[config.mk]
export PLATFORM = sky130hd
export DESIGN_NAME = ljpf_mul
export DESIGN_NICKNAME = d
export VERILOG_FILES = /design/src/sv/ljpf_mul.sv
export SDC_FILE = /design/constraint.sdc
export NUM_CORES = 2
export LEC_CHECK = 0
export BUFFER_PORTS_ARGS = -buffer_cell sky130_fd_sc_hd__buf_2
export CORE_MARGIN = 2
export CORE_UTILIZATION = 65
export DETAILED_ROUTE_END_ITERATION = 7
export MAX_ROUTING_LAYER = met4
export PLACE_DENSITY = 0.93
export RECOVER_POWER = 50
export SYNTH_ARGS = -nofsm -noshare
export SYNTH_HDL_FRONTEND = slang
export SYNTH_SLANG_ARGS = --single-unit
[constraint.sdc]
create_clock -name i_clk -period 14.4 [get_ports i_clk]
set_clock_uncertainty 0.1 [all_clocks]
set_input_delay 1.44 -clock i_clk [delete_from_list [all_inputs] [get_ports i_clk]]
set_output_delay 1.44 -clock i_clk [all_outputs]
set_load 0.05 [all_outputs]
[src/sv/ljpf_mul.sv]
// ----------------------------------------------------------------------------
// Lennard-Jones pair force multiplier
// 32 bit by BW bit product in two stages: 32x32 limb products, then one add.
// ----------------------------------------------------------------------------
module ljpf_mul #(
    parameter int BW = 32
) (
    input  logic            i_clk,
    input  logic            i_en,
    input  logic [31:0]     i_a,
    input  logic [BW-1:0]   i_b,
    output logic [BW+31:0]  o_p
);

    localparam int NL  = (BW + 31) / 32;
    localparam int BXW = 32 * NL;
    localparam int PW  = BXW + 32;

    logic [BXW-1:0] w_bx;
    logic [63:0]    r_pp [NL];
    logic [PW-1:0]  w_ev;
    logic [PW-1:0]  w_od;
    logic [PW-1:0]  r_p;

    assign w_bx = BXW'(i_b);

    always_ff @(posedge i_clk) begin
        if (i_en) begin
            for (int j = 0; j < NL; j++) begin
                r_pp[j] <= 64'(i_a) * 64'(w_bx[32*j +: 32]);
            end
            r_p <= w_ev + w_od;
        end
    end

    // even and odd limb products do not overlap among themselves
    always_comb begin
        w_ev = '0;
        w_od = '0;
        for (int j = 0; j < NL; j++) begin
            if (j[0] == 1'b0) begin
                w_ev[32*j +: 64] = r_pp[j];
            end else begin
                w_od[32*j +: 64] = r_pp[j];
            end
        end
    end

    assign o_p = r_p[BW+31:0];

endmodule

# Word level (Yosys, flattened, before mapping)
# Memories as Yosys holds them, arrays and structs flattened. A register that Yosys moved wholly into a read port is not among the register bits.
# Cells that the tools add are included.
# Widths: inputs -> output; s select.
# totals
n_memories	1
latchBits	0
ram_bits	64
out_inout_bits	64
register_bits	0
rom_bits	0
in_bits	66
elab_cells	4
# classes
bitwise_logic	0
n_div	0
shift	0
eq_ne	0
n_mul	1
add_sub_neg	0
order_cmp	0
n_reduce_logical	0
muxes	2
# mem_list
memory	words	width	read_ports	rd_clocked_by_memory_dff	wr	line_no	source
r_pp	1	64	1	1	1	20	logic [63:0] r_pp [NL];
# op_table
op	n
$mul 32x32->64	1
$mux 1	2

# Logic depth before layout (Yosys ltp)
# logic_depth
ltp_word	2
mapped_depth	29
ltp_nobuf	28

# Least setup slack after synthesis
# No wires, ideal clock.
# synth_path
kind	input-to-reg
from	input i_b[9]
to	memory r_pp[0][60], data pin
n_path_buf	1
t_arrival_ns	8.499
slack_ns	5.539
setup_time_ns	0.262
cell_stages	26
path_cell_list	clkbuf_1 -> nand2_1 -> fa_1 -> inv_1 -> fa_1 -> inv_1 -> fa_1 -> inv_1 -> fa_1 -> fa_1 -> fa_1 -> fa_1 -> inv_1 -> fa_1 -> inv_1 -> ha_1 -> and3_1 -> and3_2 -> and2_4 -> a2111o_1 -> a32oi_1 -> a31oi_1 -> a221o_1 -> a221oi_1 -> o21ai_1 -> xor2_1
# synth_via
elab_chain_cells	1
# synth_lines
element	line_no	source
start, declared	11	input logic [BW-1:0] i_b,
$mul 32x32->64	30	r_pp[j] <= 64'(i_a) * 64'(w_bx[32*j +: 32]);
end, declared	20	
# No other way between the ends.

# Worst setup path after layout
# layout_path
from	input i_a[0]
to	memory r_pp[0][60], data pin
# layout_via
elab_chain_cells	1
# layout_lines
element	line_no	source
start, declared	10	input logic [31:0] i_a,
$mul 32x32->64	30	
# No other way between the ends.

==> impl_metrics.json <==
{
  "cts_buffers": 17,
  "via_per_inst": 6.010,
  "gr-usage-all-layers_pct": 36.92,
  "cp_slowest_stage_delay_ps": 1210,
  "dpl.hpwl_um": 72760,
  "grt_start_max_net_pins": 78,
  "synth_area_um2": 37100,
  "insertion_delay_ps": 420,
  "root_buffer": "clkbuf_16",
  "fin_ws_ps": 4546,
  "nets": 4954,
  "ctsResizeCount": 0,
  "avgSynthCellArea_um2": 9.786,
  "ys_dominant_reg_cell": "edfxtp_1",
  "r2r_slack_ps": 13630,
  "final_util_pct": 68.01,
  "initial_core_util_pct": 65.79,
  "ant_nets": 0,
  "maxCapViolations": 2,
  "critPathRequiredTime_ps": 14470,
  "r2r-start": "r_pp[0][4]",
  "post_cts_buffers": 0,
  "slowest_stage": "clkbuf_1",
  "wl_per_cell_um": 22.32,
  "drt_wl_total_um": 100400,
  "crit_type": "in -> reg",
  "die_x_um": 242.9,
  "min_to": "o_p[28]",
  "path_cells": "clkbuf_1 -> nand2_1 -> fa_1 -> fa_1 -> inv_1 -> fa_1 -> fa_1 -> fa_1 -> fa_1 -> fa_1 -> fa_1 -> ha_1 -> and3_1 -> and3_2 -> and2_4 -> a2111o_1 -> a32oi_1 -> a31oi_1 -> a221o_1 -> a221oi_1 -> o21ai_1 -> xor2_1",
  "rsz0062_at_grt": "no",
  "grt_pass1_vias": 31090,
  "first_pass_iters": 6,
  "clock-sinks": 128,
  "syn2layout_area_growth_pct": 3.366,
  "hold_path_class": "reg -> reg",
  "layout-drive-gt1-share_pct": 3.661,
  "final_common_cell": "fa_1",
  "fp.coreArea_um2": 56390,
  "clkTransAtPathRegs_ps": 60,
  "cts_tree": "yes",
  "dieArea_um2": 59000,
  "hold_buffers": 0,
  "core.rowCount": 87,
  "antenna_found_initial": 1,
  "slew_viol_final": 86,
  "preCtsSetupSlack_ps": 4467,
  "synthArstFlopShare_pct": 0,
  "cts_buffer_depth": 2,
  "tightest_slew_ps": 2675,
  "vias": 27030,
  "gp_congestion": 0.9856,
  "fin_crit_sh_pct": 68.43,
  "synthCells": 3791,
  "num-fill-cells": 3930,
  "seq_area_frac_synth_pct": 10.36,
  "setup_tns_ps": 0,
  "yosys_warnings": 0,
  "die_y_um": 242.9,
  "grt-ovfl-total": 0,
  "worstSetupStartpointType": "input pin",
  "drt_iter0_markers": 2139,
  "port_buffers": 129,
  "grt_pass1_wl_um": 161800,
  "placedInstanceArea_um2": 37830,
  "design_area_um2": 38350,
  "multi_input_area_um2": 29130,
  "timing.critical_path.mode_cell": "fa_1",
  "slew_headroom_pct": -78.37,
  "status": "finished with violations",
  "ff2ff_path_depth": 0,
  "synth.ff_latch_count": 128,
  "synth_enable_flop_cells": 128,
  "fin_crit_ps": 9854,
  "cp-end-kind": "register",
  "fmax_mhz": 101.5,
  "hold_violations": 0,
  "antenna_cells": 0,
  "setup_viol": 0,
  "holdPathStages": 0,
  "ys_types": 71,
  "cts_max_level": 4,
  "syn_nets": 5016,
  "hold_start": "r_pp[0][28]",
  "seq_area_um2": 3844,
  "cp_max_fo": 32,
  "r2r-end": "o_p[4]",
  "layout_common_cells": "fa_1, inv_1, and2_1, nand2_1, ha_1",
  "io_pins": 130,
  "worstPathArrival_ps": 9930,
  "route.detailed.drc": 0,
  "violations": "max-capacitance violations, max-slew violations"
}
-- through the flow --
step / cells / hold slack, ps
CTS: 4498 / 314.0
floorplan: 3791 / 300.3
global placement: 4466 / 301.4
global route: 4498 / 320.9
finish: 4498 / 311.7
detailed placement: 4466 / 304.5
-- Yosys cell counts, drive strengths merged (2+ instances only) --
library cell  instances  area share [%]
fa                  896              48
and2                601              10
a41oi                 2           0.067
ha                  263             8.9
a21o                 34            0.69
a211o                 3           0.074
and3                  9            0.16
nor2                 31            0.31
nor3                  7           0.094
nand4                18            0.30
o21bai                9            0.18
a211oi                5            0.11
o21ai                40            0.54
a21oi                66            0.90
o21a                  5            0.12
xnor2                35            0.83
o31ai                 3           0.098
inv                 861             8.7
clkbuf              207             2.2
nand2b                3           0.051
a31oi                16            0.31
nand2               473             4.8
o41ai                 2           0.067
nand3                11            0.16
buf                   5            0.11
a221oi                2           0.047
nor2b                 3           0.051
edfxtp              128              10
xor2                 27            0.64
-- state kept, by name, summed over array words and instances, names as in the netlist --
register  cells
o_p          64
r_pp         64
-- worst max path at each step --
stage,start,to,slack (ps),depth (start not counted)
after floorplan,i_b[9],r_pp[0][60],5540,26
final,i_a[0],r_pp[0][60],4550,22
after detailed placement,i_a[25],r_pp[0][60],4470,26
after global routing,i_a[0],r_pp[0][60],4370,24
after global placement,i_b[23],r_pp[0][60],4580,24
after CTS,i_b[8],r_pp[0][60],4900,26
-- cell families after synthesis --
kind of cell / share of synthesized area (%)
and+or+nand+nor: 16.24
AOI/OAI and AO/OA: 3.582
adders and majority gates: 57.22
xor gates and xnor gates: 1.464
buffers and inverters: 11.11
muxes: 0.02698
DFF: 10.36
-- metal layers --
metal | wire (um) | track usage (%) | up-vias
li1 | - | - | 10960
met1 | 30830 | 40.30 | 13540
met2 | 49200 | 59.99 | 1897
met3 | 11800 | 8.779 | 636
met4 | 8565 | 25.39 | 0
met5 | 0 | - | -
-- critical path, delay by kind of cell --
family	cells	cell delay [ps]
xor gates and xnor gates	1	150
AOI/OAI and AO/OA	6	1920
adders and majority gates	9	4350
buffers and inverters	2	1260
and+or+nand+nor	4	780
-- cell type report --
| class | count | area share, % |
|---|---|---|
| clock buffer | 18 | 1.119 |
| timing repair buffer | 133 | 1.615 |
| tap | 756 | 2.467 |
| sequential | 128 | 10.02 |
| multi-input combinational | 2588 | 75.97 |
| clock inverter | 14 | 0.3785 |
| inverter | 861 | 8.428 |
Power is left out: the tool's default activity adds up to more than one toggle a clock period on the data nets, which glitch-free logic cannot reach.
